$ cat config.mk
export PLATFORM = sky130hd
export DESIGN_NAME = zscore_sample_normalizer_top
export DESIGN_NICKNAME = d
export VERILOG_FILES = /design/src/design/zsn_pkg.sv /design/src/design/zsn_ram.sv /design/src/design/zsn_div.sv /design/src/design/zsn_sqrt.sv /design/src/design/zsn_ctrl.sv /design/src/design/zsn_datapath.sv /design/src/design/zscore_sample_normalizer_top.sv
export SDC_FILE = /design/constraint.sdc
export NUM_CORES = 2
export LEC_CHECK = 0
export ABC_AREA = 1
export BUFFER_PORTS_ARGS = -buffer_cell sky130_fd_sc_hd__buf_2
export CAP_MARGIN = 20
export CORE_MARGIN = 2
export CORE_UTILIZATION = 45
export DETAILED_ROUTE_END_ITERATION = 10
export PLACE_DENSITY_LB_ADDON = 0.2
export SLEW_MARGIN = 15
export SYNTH_ARGS = -nofsm -noshare
export SYNTH_HDL_FRONTEND = slang
export SYNTH_SLANG_ARGS = --single-unit
$ cat constraint.sdc
create_clock -name clk -period 10.6 [get_ports clk]
set_input_delay 2.12 -clock clk [delete_from_list [all_inputs] [get_ports clk]]
set_output_delay 2.12 -clock clk [all_outputs]
set_load 0.05 [all_outputs]
$ cat src/design/zsn_pkg.sv
// Shared types and constants of the z-score sample normalizer.
`default_nettype none
package zsn_pkg;

  localparam int SAMPLE_W   = 16;
  localparam int SUM_W      = 23;
  localparam int SQS_W      = 37;
  localparam int DIV_W      = 37;
  localparam int DVSR_W     = 16;
  localparam int NORM_SHIFT = 11;
  localparam int SHORT_STEPS = 28;
  localparam int IDX_W      = 6;
  localparam int ROOT_W     = 19;

  typedef enum logic [1:0] {
    DIV_MEAN = 2'd0,
    DIV_VAR  = 2'd1,
    DIV_NORM = 2'd2
  } div_sel_t;

  typedef struct packed {
    logic     load;
    logic     div_start;
    div_sel_t div_sel;
    logic     latch_mean;
    logic     latch_msq;
    logic     latch_var;
    logic     sqrt_start;
    logic     latch_dev;
    logic     rd_req;
    logic     latch_norm;
    logic     latch_out;
    logic     advance;
    logic     clear;
  } zsn_cmd_t;

  typedef struct packed {
    logic div_done;
    logic sqrt_done;
    logic zero_dev;
    logic last_k;
  } zsn_stat_t;

endpackage
`default_nettype wire

$ cat src/design/zsn_ram.sv
// Generic single-write, single-read RAM with registered read data.
`default_nettype none
module zsn_ram #(
  parameter int W = 16,
  parameter int D = 64
) (
  input  wire logic                 clk,
  input  wire logic                 we,
  input  wire logic [$clog2(D)-1:0] waddr,
  input  wire logic [W-1:0]         wdata,
  input  wire logic                 re,
  input  wire logic [$clog2(D)-1:0] raddr,
  output logic      [W-1:0]         rdata
);
  logic [W-1:0] mem [D];

  always_ff @(posedge clk) begin
    if (we) begin
      mem[waddr] <= wdata;
    end
    if (re) begin
      rdata <= mem[raddr];
    end
  end
endmodule
`default_nettype wire

$ cat src/design/zsn_div.sv
// Restoring divider, one quotient bit per cycle.
`default_nettype none
module zsn_div (
  input  wire logic                       clk,
  input  wire logic                       rst_n,
  input  wire logic                       start,
  input  wire logic                       short_mode,
  input  wire logic [zsn_pkg::DIV_W-1:0]  dividend,
  input  wire logic [zsn_pkg::DVSR_W-1:0] divisor,
  output logic      [zsn_pkg::DIV_W-1:0]  quotient,
  output logic                            done
);
  import zsn_pkg::*;

  logic [DIV_W-1:0]  q_r, q_nxt;
  logic [DVSR_W-1:0] rem_r, rem_nxt, dvsr_r;
  logic [5:0]        cnt_r, cnt_nxt;
  logic              busy_r, busy_nxt, done_r, done_nxt;
  logic [DVSR_W:0]   rem_sh;
  logic              fits;

  assign rem_sh = {rem_r, q_r[DIV_W-1]};
  assign fits   = rem_sh >= {1'b0, dvsr_r};

  always_comb begin
    q_nxt    = q_r;
    rem_nxt  = rem_r;
    cnt_nxt  = cnt_r;
    busy_nxt = busy_r;
    done_nxt = 1'b0;
    if (start) begin
      q_nxt    = short_mode ? {dividend[SHORT_STEPS-1:0], (DIV_W-SHORT_STEPS)'(0)}
                            : dividend;
      rem_nxt  = '0;
      cnt_nxt  = short_mode ? 6'(SHORT_STEPS) : 6'(DIV_W);
      busy_nxt = 1'b1;
    end else if (busy_r) begin
      q_nxt   = {q_r[DIV_W-2:0], fits};
      rem_nxt = fits ? DVSR_W'(rem_sh - {1'b0, dvsr_r}) : rem_sh[DVSR_W-1:0];
      cnt_nxt = cnt_r - 6'd1;
      if (cnt_r == 6'd1) begin
        busy_nxt = 1'b0;
        done_nxt = 1'b1;
      end
    end
  end

  always_ff @(posedge clk) begin
    if (!rst_n) begin
      busy_r <= 1'b0;
      done_r <= 1'b0;
      cnt_r  <= '0;
    end else begin
      busy_r <= busy_nxt;
      done_r <= done_nxt;
      cnt_r  <= cnt_nxt;
    end
    q_r   <= q_nxt;
    rem_r <= rem_nxt;
    if (start) begin
      dvsr_r <= divisor;
    end
  end

  assign quotient = q_r;
  assign done     = done_r;
endmodule
`default_nettype wire

$ cat src/design/zsn_sqrt.sv
// Bit-pair integer square root, one root bit per cycle.
`default_nettype none
module zsn_sqrt (
  input  wire logic                       clk,
  input  wire logic                       rst_n,
  input  wire logic                       start,
  input  wire logic [zsn_pkg::SQS_W-1:0]  radicand,
  output logic      [zsn_pkg::ROOT_W-1:0] root,
  output logic                            done
);
  import zsn_pkg::*;

  localparam int RAD_W = 2 * ROOT_W;
  localparam int REM_W = ROOT_W + 3;

  logic [RAD_W-1:0]  rad_r, rad_nxt;
  logic [ROOT_W-1:0] root_r, root_nxt;
  logic [REM_W-1:0]  rem_r, rem_nxt, rem_sh, trial;
  logic [4:0]        cnt_r, cnt_nxt;
  logic              busy_r, busy_nxt, done_r, done_nxt;

  assign rem_sh = {rem_r[REM_W-3:0], rad_r[RAD_W-1 -: 2]};
  assign trial  = {1'b0, root_r, 2'b01};

  always_comb begin
    rad_nxt  = rad_r;
    root_nxt = root_r;
    rem_nxt  = rem_r;
    cnt_nxt  = cnt_r;
    busy_nxt = busy_r;
    done_nxt = 1'b0;
    if (start) begin
      rad_nxt  = RAD_W'(radicand);
      root_nxt = '0;
      rem_nxt  = '0;
      cnt_nxt  = 5'(ROOT_W);
      busy_nxt = 1'b1;
    end else if (busy_r) begin
      rad_nxt = {rad_r[RAD_W-3:0], 2'b00};
      if (rem_sh >= trial) begin
        rem_nxt  = rem_sh - trial;
        root_nxt = {root_r[ROOT_W-2:0], 1'b1};
      end else begin
        rem_nxt  = rem_sh;
        root_nxt = {root_r[ROOT_W-2:0], 1'b0};
      end
      cnt_nxt = cnt_r - 5'd1;
      if (cnt_r == 5'd1) begin
        busy_nxt = 1'b0;
        done_nxt = 1'b1;
      end
    end
  end

  always_ff @(posedge clk) begin
    if (!rst_n) begin
      busy_r <= 1'b0;
      done_r <= 1'b0;
      cnt_r  <= '0;
    end else begin
      busy_r <= busy_nxt;
      done_r <= done_nxt;
      cnt_r  <= cnt_nxt;
    end
    rad_r  <= rad_nxt;
    root_r <= root_nxt;
    rem_r  <= rem_nxt;
  end

  assign root = root_r;
  assign done = done_r;
endmodule
`default_nettype wire

$ cat src/design/zsn_ctrl.sv
// Sequencer of the normalizer: load, statistics, per-sample emit.
`default_nettype none
module zsn_ctrl (
  input  wire logic               clk,
  input  wire logic               rst_n,
  input  wire logic               in_tvalid,
  input  wire logic               in_tlast,
  output logic                    in_tready,
  output logic                    out_tvalid,
  input  wire logic               out_tready,
  input  wire zsn_pkg::zsn_stat_t stat,
  output zsn_pkg::zsn_cmd_t       cmd
);
  import zsn_pkg::*;

  typedef enum logic [10:0] {
    S_IDLE    = 11'b00000000001,
    S_MEAN_GO = 11'b00000000010,
    S_MEAN_W  = 11'b00000000100,
    S_VAR_GO  = 11'b00000001000,
    S_VAR_W   = 11'b00000010000,
    S_SQRT_GO = 11'b00000100000,
    S_SQRT_W  = 11'b00001000000,
    S_RD      = 11'b00010000000,
    S_NORM_GO = 11'b00100000000,
    S_NORM_W  = 11'b01000000000,
    S_OUT     = 11'b10000000000
  } state_t;

  state_t state_r, state_nxt;

  always_comb begin
    state_nxt  = state_r;
    cmd        = '0;
    cmd.div_sel = DIV_MEAN;
    in_tready  = 1'b0;
    out_tvalid = 1'b0;
    case (state_r)
      S_IDLE: begin
        in_tready = 1'b1;
        if (in_tvalid) begin
          cmd.load = 1'b1;
          if (in_tlast) begin
            state_nxt = S_MEAN_GO;
          end
        end
      end
      S_MEAN_GO: begin
        cmd.div_start = 1'b1;
        state_nxt     = S_MEAN_W;
      end
      S_MEAN_W: begin
        if (stat.div_done) begin
          cmd.latch_mean = 1'b1;
          state_nxt      = S_VAR_GO;
        end
      end
      S_VAR_GO: begin
        cmd.div_start = 1'b1;
        cmd.div_sel   = DIV_VAR;
        cmd.latch_msq = 1'b1;
        state_nxt     = S_VAR_W;
      end
      S_VAR_W: begin
        if (stat.div_done) begin
          cmd.latch_var = 1'b1;
          state_nxt     = S_SQRT_GO;
        end
      end
      S_SQRT_GO: begin
        cmd.sqrt_start = 1'b1;
        state_nxt      = S_SQRT_W;
      end
      S_SQRT_W: begin
        if (stat.sqrt_done) begin
          cmd.latch_dev = 1'b1;
          state_nxt     = S_RD;
        end
      end
      S_RD: begin
        cmd.rd_req = 1'b1;
        state_nxt  = S_NORM_GO;
      end
      S_NORM_GO: begin
        cmd.latch_norm = 1'b1;
        cmd.div_sel    = DIV_NORM;
        if (stat.zero_dev) begin
          cmd.latch_out = 1'b1;
          state_nxt     = S_OUT;
        end else begin
          cmd.div_start = 1'b1;
          state_nxt     = S_NORM_W;
        end
      end
      S_NORM_W: begin
        cmd.div_sel = DIV_NORM;
        if (stat.div_done) begin
          cmd.latch_out = 1'b1;
          state_nxt     = S_OUT;
        end
      end
      S_OUT: begin
        out_tvalid = 1'b1;
        if (out_tready) begin
          if (stat.last_k) begin
            cmd.clear = 1'b1;
            state_nxt = S_IDLE;
          end else begin
            cmd.advance = 1'b1;
            state_nxt   = S_RD;
          end
        end
      end
      default: begin
        state_nxt = S_IDLE;
      end
    endcase
  end

  always_ff @(posedge clk) begin
    if (!rst_n) begin
      state_r <= S_IDLE;
    end else begin
      state_r <= state_nxt;
    end
  end
endmodule
`default_nettype wire

$ cat src/design/zsn_datapath.sv
// Datapath: sample store, running sums, statistics and result registers.
`default_nettype none
module zsn_datapath #(
  parameter int MAX_SAMPLES = 64
) (
  input  wire logic                         clk,
  input  wire logic                         rst_n,
  input  wire zsn_pkg::zsn_cmd_t            cmd,
  output zsn_pkg::zsn_stat_t                stat,
  input  wire logic [zsn_pkg::SAMPLE_W-1:0] sample_value,
  output logic      [zsn_pkg::SAMPLE_W-1:0] normalized_value,
  output logic      [zsn_pkg::IDX_W-1:0]    sample_index,
  output logic                              last_result,
  output logic                              zero_spread
);
  import zsn_pkg::*;

  localparam int AW = $clog2(MAX_SAMPLES);
  localparam int CW = $clog2(MAX_SAMPLES + 1);

  logic [CW-1:0]         count_r;
  logic [AW-1:0]         k_r;
  logic signed [SUM_W-1:0] sum_r;
  logic [SQS_W-1:0]      sqs_r;
  logic [SAMPLE_W-1:0]   mean_r, dev_r, out_val_r;
  logic [2*SAMPLE_W-1:0] msq_r;
  logic [SQS_W-1:0]      var_r;
  logic                  norm_neg_r;
  logic                  full;
  logic signed [2*SAMPLE_W-1:0] sq;
  logic signed [SAMPLE_W-1:0]   mean_s;
  logic signed [2*SAMPLE_W-1:0] msq_prod;
  logic [SAMPLE_W-1:0]   rdata;
  logic signed [SAMPLE_W:0] diff;
  logic [SAMPLE_W:0]     abs_diff;
  logic [SUM_W-1:0]      abs_sum;
  logic [DIV_W-1:0]      dividend, quot;
  logic [DVSR_W-1:0]     divisor;
  logic [ROOT_W-1:0]     root;
  logic [SAMPLE_W-1:0]   q_mean, sat_val;
  logic                  div_done, sqrt_done;

  assign full = count_r == CW'(MAX_SAMPLES);
  assign sq   = $signed(sample_value) * $signed(sample_value);

  // Full-width square of the mean.
  assign mean_s   = mean_r;
  assign msq_prod = mean_s * mean_s;

  zsn_ram #(.W(SAMPLE_W), .D(MAX_SAMPLES)) u_store (
    .clk   (clk),
    .we    (cmd.load && !full),
    .waddr (count_r[AW-1:0]),
    .wdata (sample_value),
    .re    (cmd.rd_req),
    .raddr (k_r),
    .rdata (rdata)
  );

  assign diff     = $signed({rdata[SAMPLE_W-1], rdata}) - $signed({mean_r[SAMPLE_W-1], mean_r});
  assign abs_diff = diff[SAMPLE_W] ? (SAMPLE_W+1)'(-diff) : diff;
  assign abs_sum  = sum_r[SUM_W-1] ? SUM_W'(-sum_r) : sum_r;

  always_comb begin
    case (cmd.div_sel)
      DIV_MEAN: begin
        dividend = DIV_W'(abs_sum);
        divisor  = DVSR_W'(count_r);
      end
      DIV_VAR: begin
        dividend = sqs_r;
        divisor  = DVSR_W'(count_r);
      end
      DIV_NORM: begin
        dividend = DIV_W'({abs_diff, NORM_SHIFT'(0)});
        divisor  = dev_r;
      end
      default: begin
        dividend = '0;
        divisor  = '0;
      end
    endcase
  end

  zsn_div u_div (
    .clk        (clk),
    .rst_n      (rst_n),
    .start      (cmd.div_start),
    .short_mode (cmd.div_sel == DIV_NORM),
    .dividend   (dividend),
    .divisor    (divisor),
    .quotient   (quot),
    .done       (div_done)
  );

  zsn_sqrt u_sqrt (
    .clk      (clk),
    .rst_n    (rst_n),
    .start    (cmd.sqrt_start),
    .radicand (var_r),
    .root     (root),
    .done     (sqrt_done)
  );

  assign q_mean = sum_r[SUM_W-1] ? SAMPLE_W'(-quot[SAMPLE_W-1:0]) : quot[SAMPLE_W-1:0];

  // Saturate the magnitude quotient into signed Q4.11.
  always_comb begin
    if (norm_neg_r) begin
      sat_val = (quot > DIV_W'(32768)) ? 16'h8000 : SAMPLE_W'(-quot[SAMPLE_W-1:0]);
    end else begin
      sat_val = (quot > DIV_W'(32767)) ? 16'h7FFF : quot[SAMPLE_W-1:0];
    end
  end

  always_ff @(posedge clk) begin
    if (!rst_n) begin
      count_r <= '0;
      sum_r   <= '0;
      sqs_r   <= '0;
      k_r     <= '0;
      mean_r  <= '0;
      dev_r   <= '0;
    end else begin
      if (cmd.load && !full) begin
        count_r <= count_r + CW'(1);
        sum_r   <= sum_r + SUM_W'($signed(sample_value));
        sqs_r   <= sqs_r + SQS_W'($unsigned(sq));
      end
      if (cmd.latch_mean) begin
        mean_r <= q_mean;
      end
      if (cmd.latch_dev) begin
        dev_r <= root[SAMPLE_W-1:0];
      end
      if (cmd.advance) begin
        k_r <= k_r + AW'(1);
      end
      if (cmd.clear) begin
        count_r <= '0;
        sum_r   <= '0;
        sqs_r   <= '0;
        k_r     <= '0;
      end
    end
    if (cmd.latch_msq) begin
      msq_r <= $unsigned(msq_prod);
    end
    if (cmd.latch_var) begin
      var_r <= (quot > SQS_W'(msq_r)) ? quot - SQS_W'(msq_r) : '0;
    end
    if (cmd.latch_norm) begin
      norm_neg_r <= diff[SAMPLE_W];
    end
    if (cmd.latch_out) begin
      out_val_r <= (dev_r == '0) ? '0 : sat_val;
    end
  end

  assign stat.div_done  = div_done;
  assign stat.sqrt_done = sqrt_done;
  assign stat.zero_dev  = dev_r == '0;
  assign stat.last_k    = (CW'(k_r) + CW'(1)) == count_r;

  assign normalized_value = out_val_r;
  assign sample_index     = IDX_W'(k_r);
  assign last_result      = stat.last_k;
  assign zero_spread      = stat.zero_dev;
endmodule
`default_nettype wire

$ cat src/design/zscore_sample_normalizer_top.sv
// Top level of the z-score sample normalizer.
`default_nettype none
// Collects signed Q8.8 samples, one per input transfer, into a store of
// MAX_SAMPLES entries while keeping running sum and sum of squares; samples
// that arrive with the store full are dropped. The transfer with in_tlast set
// closes the set: mean (sum/n, truncated), variance (sum2/n - mean^2, clamped
// at zero) and deviation (floor square root) are computed, then every held
// sample leaves in order as (sample - mean) * 2048 / deviation in signed Q4.11,
// truncated and saturated, with its index, out_tlast on the final one and
// out_tuser set when the deviation is zero (values then read zero).
// While a set loads, in_tready stays high. Closing a set runs the mean
// divide, the variance divide and the square root in turn, then each result
// takes a store read and a pass through the shared one-bit-per-cycle
// divider (skipped when the deviation is zero) and waits out any output stall.
// One set is handled at a time; input is held off until the last result is
// taken.
module zscore_sample_normalizer_top #(
  parameter int MAX_SAMPLES = 64
) (
  input  wire logic        clk,
  input  wire logic        rst_n,
  input  wire logic        in_tvalid,
  output logic             in_tready,
  input  wire logic [15:0] in_tdata,   // [15:0] sample_value
  input  wire logic        in_tlast,   // last_sample
  output logic             out_tvalid,
  input  wire logic        out_tready,
  output logic [23:0]      out_tdata,  // [15:0] normalized_value, [21:16] sample_index
  output logic             out_tlast,  // last_result
  output logic [0:0]       out_tuser   // [0] zero_spread
);
  import zsn_pkg::*;

  zsn_cmd_t            cmd;
  zsn_stat_t           stat;
  logic [SAMPLE_W-1:0] norm_val;
  logic [IDX_W-1:0]    idx;
  logic                last_res, zero_sp;

  // Sequence the load, statistics and emit phases.
  zsn_ctrl u_ctrl (
    .clk        (clk),
    .rst_n      (rst_n),
    .in_tvalid  (in_tvalid),
    .in_tlast   (in_tlast),
    .in_tready  (in_tready),
    .out_tvalid (out_tvalid),
    .out_tready (out_tready),
    .stat       (stat),
    .cmd        (cmd)
  );

  // Hold samples, sums, statistics and the pending result.
  zsn_datapath #(.MAX_SAMPLES(MAX_SAMPLES)) u_dp (
    .clk              (clk),
    .rst_n            (rst_n),
    .cmd              (cmd),
    .stat             (stat),
    .sample_value     (in_tdata),
    .normalized_value (norm_val),
    .sample_index     (idx),
    .last_result      (last_res),
    .zero_spread      (zero_sp)
  );

  assign out_tdata = {2'b00, idx, norm_val};
  assign out_tlast = last_res;
  assign out_tuser = zero_sp;
endmodule
`default_nettype wire
After elaboration in Yosys (flattened, before gate mapping)
Memory sizes are Yosys's and may differ from the RTL's. A register that Yosys moved wholly into a read port is not among the register bits. Cells that the tools add are included.

Bits in registers: 363. Latch bits: 0. Bits in writable memories: 1024. Bits in read-only memories: 0. Word-level logic and storage cells: 151. Memories: 1.

Memory list: u_dp.u_store.mem (words 64, width 16, read ports 1, clocked after Yosys merged registers in 1, wr ports 1, line zsn_ram.sv:15) `logic [W-1:0] mem [D];`.

Add/subtract/negate cells: 14. Multipliers: 2. Divide/modulo/power cells: 0. Magnitude comparators: 5. Equality and inequality tests: 24. Shift operators: 0. Mux-type cells: 63. Bitwise gates (word level): 3. Reduce and logical (&&, ||, !) cells: 14.

Operators with widths (number): 37-bit 2-to-1 mux (5); 11-bit one-hot mux with 11 select lines (1); 37-bit one-hot mux with 3 select lines (1); 11-bit 2-to-1 mux (8); 16-bit 2-to-1 mux (5); 16-bit by 16-bit multiplier with 32-bit output (2); 37-bit by 32-bit adder with 37-bit output (1); 37-bit by 15-bit > comparator with 1-bit output, second input constant (1); 37-bit by 16-bit > comparator with 1-bit output, second input constant (1); 37-bit by 32-bit > comparator with 1-bit output (1); 37-bit by 32-bit subtractor with 37-bit output (1); 16-bit one-hot mux with 2 select lines (1); 1-bit 2-to-1 mux (28); 23-bit by 16-bit adder with 23-bit output (1); 23-bit 2-to-1 mux (1); 23-bit negation (1); 22-bit by 21-bit >= comparator with 1-bit output (1); 20-bit 2-to-1 mux (1); 20-bit subtractor (1); 6-bit 2-to-1 mux (3); 17-bit by 16-bit >= comparator with 1-bit output (1); 17-bit 2-to-1 mux (1); 17-bit negation (1); 16-bit by 16-bit subtractor with 17-bit output (1); 40 further kinds (56).

Longest topological paths before layout
Depth in word-level cells: 7. Depth in mapped cells: 38. Depth with buffers taken out: 37.

Hierarchy
Synthesis repeated with hierarchy kept, for this count alone.

Cells, all modules: 9337. Area, all modules: 86021.3 µm².

By module, submodules not included: zsn_ram (instances 1, cells an instance 3517, area each 42259.3 µm²); zsn_datapath (instances 1, cells an instance 4463, area each 33776.1 µm²); zsn_sqrt (instances 1, cells an instance 655, area each 4692.0 µm²); zsn_div (instances 1, cells an instance 560, area each 4463.0 µm²); zsn_ctrl (instances 1, cells an instance 139, area each 812.0 µm²); zscore_sample_normalizer_top (instances 1, cells an instance 3, area each 18.8 µm²).

Worst setup path before layout
No wires, ideal clock.

Path kind: input to register. Start point: in in_tdata[2]. End point: reg u_dp.sqs_r[32]. Setup time: 0.115 ns. Arrival time: 8.652 ns. Data required time: 10.485 ns. Slack: 1.833 ns. Stages: 36. Path through: clkbuf_1 -> clkbuf_1 -> nand2_1 -> fa_1 -> fa_1 -> fa_1 -> inv_1 -> fa_1 -> fa_1 -> inv_1 -> fa_1 -> inv_1 -> ha_1 -> nand2_1 -> nor2_1 -> nand2_1 -> o211ai_1 -> a31oi_1 -> o21ai_0 -> nand2_1 -> inv_1 -> nor2_1 -> nand2_1 -> nand2_1 -> ha_1 -> nand2_1 -> nor2_1 -> inv_1 -> nor2_1 -> nand4_1 -> o21ai_0 -> nand2_1 -> nand2_1 -> nand3_1 -> nand2_1 -> nor2_1.

Cells in the longest elaborated chain, start to end: 2.

Ends and longest elaborated chain: start, declared (line zscore_sample_normalizer_top.sv:24) `input wire logic [15:0] in_tdata,`; 16-bit by 16-bit multiplier with 32-bit output (line zsn_datapath.sv:44) `assign sq = $signed(sample_value) * $signed(sample_value);`; 37-bit by 32-bit adder with 37-bit output (line zsn_datapath.sv:128) `sqs_r <= sqs_r + SQS_W'($unsigned(sq));`; end signal, assigned (line zsn_datapath.sv:128); end, declared (line zsn_datapath.sv:24) `logic [SQS_W-1:0] sqs_r;`.

No other way between the ends. A chain may end at the register's enable or synchronous reset.

Worst setup path in the final report
Start point: in in_tdata[4]. End point: reg u_dp.sqs_r[32].

Same word-level chain as after synthesis.

==> flow_metrics.py <==
metrics = {
    "run_status": {
        "status": "completed",
    },
    "logic_synthesis": {
        "synth_seq_cells": 1402,
        "synth_cell_types": 61,
        "synthTopCellsByCount": "nand2_1, edfxtp_1, inv_1",
        "syn-cell-area_um2": 81840,
        "syn_inst": 8130,
        "synth_edf_count": 1215,
        "synth_area_leaders": "edfxtp_1, fa_1, nand2_1, inv_1, a21oi_1",
        "syn_area_per_cell_um2": 10.07,
        "yosysWarningCount": 0,
        "async_reset_ff_share_pct": 0,
        "synth_flop_cell": "edfxtp_1",
        "synthMostInstantiatedCell": "nand2_1",
        "yosys.area.top_type_share_pct": 44.58,
        "yosysTopAreaCell": "edfxtp_1",
        "synth_seq_area_share_pct": 49.15,
    },
    "sta": {
        "finalMaxSlewViolations": 0,
        "hold_viol": 0,
        "fin_crit_sh_pct": 81.80,
        "setup_viol": 0,
        "slew_headroom_pct": 31.51,
        "post-route-min-period_ns": 8.671,
        "final.setup_skew_ns": 0.04672,
        "fin_setup_tns_ns": 0,
        "rsz0062_at_grt": "no",
        "fmax_ghz": 0.1153,
        "tightestPinTransition_ns": 1.023,
    },
    "clock_tree": {
        "clockBufferDepth": 3,
        "cts_buffers": 154,
        "hold_buffers": 0,
        "postCtsSetupBuffers": 0,
        "clk_latency_ns": 0.82,
        "cts_resized": 0,
        "cts.sinks": 1402,
        "cts_tree": "built",
        "htree_levels": 4,
        "ctsRootBufferMaster": "clkbuf_16",
        "clk_pin_slew_ns": 0.06,
    },
    "worst_hold_path": {
        "hold_path_class": "reg -> reg",
        "whs_path_depth": 2,
    },
    "grt": {
        "grt_pass1_wl_mm": 357.3,
        "track_usage_pct": 25.01,
        "grt_max_degree": 147,
        "grt-ovfl-total": 0,
        "antenna_found_initial": 3,
        "grt_pass1_vias": 58750,
    },
    "detailed_routing": {
        "finalWirelength_mm": 233.4,
        "avgViaCountPerCell": 5.616,
        "drt_pass1_iterations": 6,
        "wl_per_cell_um": 21.96,
        "drt-initial-drc-count": 6145,
        "vias": 59690,
        "ant_nets": 0,
        "drc_errors": 0,
    },
    "placed_design": {
        "dp_hpwl_mm": 157.2,
        "io_buffer_count": 46,
        "postPlaceCellArea_um2": 84840,
        "gp_congestion": 0.9307,
    },
    "floorplanning": {
        "die-width_um": 430.5,
        "die-area_um2": 185300,
        "fp-row-count": 156,
        "die_height_um": 430.5,
        "io_pins": 49,
        "core_um2": 180700,
        "start_util_pct": 45.28,
    },
    "finish": {
        "drive_gt1_share_pct": 5.923,
        "design_area_um2": 89860,
        "syn2layout_area_growth_pct": 9.798,
        "num-nets-final": 8960,
        "utilization_pct": 49.72,
    },
    "critical_path": {
        "setup.worst_path.class": "in -> reg",
        "max_stage_delay_ns": 0.52,
        "cp.arrival_ns": 9.36,
        "cp_max_fo": 28,
        "cp.required_ns": 11.29,
        "crit_slowest_cell": "fa_1",
        "critPathCaptureType": "flop",
        "crit_top_cell": "nand2_1",
        "r2r_cells": 21,
        "start_kind": "input port",
    },
    "pwr": {
        "peakVddDrop_uv": 530.5,
        "power_density_nw_per_um2": 278.1,
        "p_total_mw": 24.99,
        "power_leakage_nw": 36.62,
    },
    "flow_run": {
        "cap_violations": 0,
    },
}
## cells in the final DEF (no fill, tap or decap), types with 6 or more instances in the layout
| master | netlist | final |
|---|---|---|
| nor3_2 | 4 | 7 |
| clkbuf_16 | 0 | 155 |
| buf_4 | 8 | 150 |
| o221ai_1 | 258 | 258 |
| inv_1 | 1191 | 1188 |
| a21o_1 | 26 | 26 |
| o21bai_1 | 21 | 21 |
| o31ai_1 | 6 | 6 |
| buf_2 | 51 | 30 |
| nand2_1 | 1511 | 1508 |
| a22oi_1 | 7 | 7 |
| o21ai_0 | 355 | 355 |
| xnor2_1 | 71 | 71 |
| nor4_1 | 20 | 20 |
| o21a_1 | 7 | 7 |
| a21oi_1 | 882 | 882 |
| a21boi_0 | 14 | 14 |
| or2_2 | 22 | 22 |
| a221oi_1 | 11 | 11 |
| clkinv_1 | 8 | 39 |
| nor2_1 | 403 | 402 |
| nor2_2 | 7 | 7 |
| clkinv_2 | 0 | 30 |
| inv_2 | 11 | 13 |
| nand3_1 | 346 | 345 |
| ha_1 | 329 | 329 |
| dfxtp_1 | 187 | 183 |
| nor3_1 | 76 | 72 |
| o211ai_1 | 40 | 40 |
| bufinv_16 | 0 | 9 |
| xor2_1 | 123 | 123 |
| clkbuf_1 | 246 | 28 |
| a31oi_1 | 22 | 22 |
| a211oi_1 | 6 | 6 |
| fa_1 | 479 | 479 |
| clkbuf_8 | 0 | 6 |
| nand4_1 | 49 | 49 |
| nand3b_1 | 9 | 9 |
| edfxtp_1 | 1215 | 1215 |
| o22ai_1 | 28 | 27 |
## registers in the layout, summed over array words and instances, names as in the netlist, 5 cells and up
| register | count |
|---|---|
| u_ctrl.state_r | 11 |
| u_dp.u_sqrt.rem_r | 20 |
| u_dp.normalized_value | 16 |
| u_dp.u_store.rdata | 16 |
| u_dp.u_div.cnt_r | 6 |
| u_dp.u_div.rem_r | 16 |
| u_dp.mean_r | 16 |
| u_dp.u_sqrt.cnt_r | 5 |
| u_dp.u_div.dvsr_r | 16 |
| u_dp.sample_index | 6 |
| u_dp.sqs_r | 37 |
| u_dp.msq_r | 31 |
| u_dp.u_sqrt.root | 19 |
| u_dp.sum_r | 23 |
| u_dp.count_r | 7 |
| u_dp.var_r | 37 |
| u_dp.u_store.mem | 1024 |
| u_dp.u_div.quotient | 37 |
| u_dp.u_sqrt.rad_r | 38 |
| u_dp.dev_r | 16 |
## worst max-delay path, delay by kind of cell
kind	cells	cell delay [ns]
buffers and inverters	8	0.81
adder cells (fa/ha/maj)	8	3.53
AO/OA/AOI/OAI	4	0.98
AND/OR/NAND/NOR	17	1.88
## power by group
| group | switching [mW] | internal (mW) |
|---|---|---|
| Combinational | 8.45 | 4.81 |
| Clock | 2.28 | 2.98 |
| Sequential | 0.231 | 6.23 |
| Total | 11.0 | 14.0 |
## layer usage
layer	global-route usage, %	routed length, µm
met1	35.89	102900
met2	39.62	106400
met3	3.979	18120
met4	6.517	6006
met5	0	13
## cell type report
type                       instances  area, µm²
sequential                      1402      40240
clock inverter                    92      898.4
tap                             2370       2965
inverter                        1210       4552
timing repair buffer             187       1426
antenna                            3      7.507
fill                           16470      90880
clock buffer                     189       4066
multi-input combinational       5176      35700
## metrics by stage
step	worst slack (ns)	cells	hold slack (ns)
global route	1.360	10630	0.4853
detailed placement	1.142	10340	0.4537
CTS	2.009	10620	0.4632
floorplan	1.833	8131	0.4215
finish	1.929	10630	0.4625
global placement	1.131	10340	0.4424
## kinds of logic after synthesis
kind of cell	after synthesis	share of synthesized area [%]
compound gates	1705	12.26
xor+xnor	194	2.076
fa+ha+maj	808	16.75
buf+inv	1553	7.302
flops	1402	49.15
other cells	1	0.004582
simple gates	2467	12.46
## worst paths after layout
check	start	slack, ns	to
worst max-delay path	in_tdata[4]	1.93	u_dp.sqs_r[32]
worst max register to register	u_dp.mean_r[15]	4.04	u_dp.msq_r[29]
worst min-delay path	u_dp.u_sqrt.rem_r[18]	0.46	u_dp.u_sqrt.rem_r[18]
worst min register to register	u_dp.u_sqrt.rem_r[18]	0.46	u_dp.u_sqrt.rem_r[18]
(Power assumes the default switching activity.)
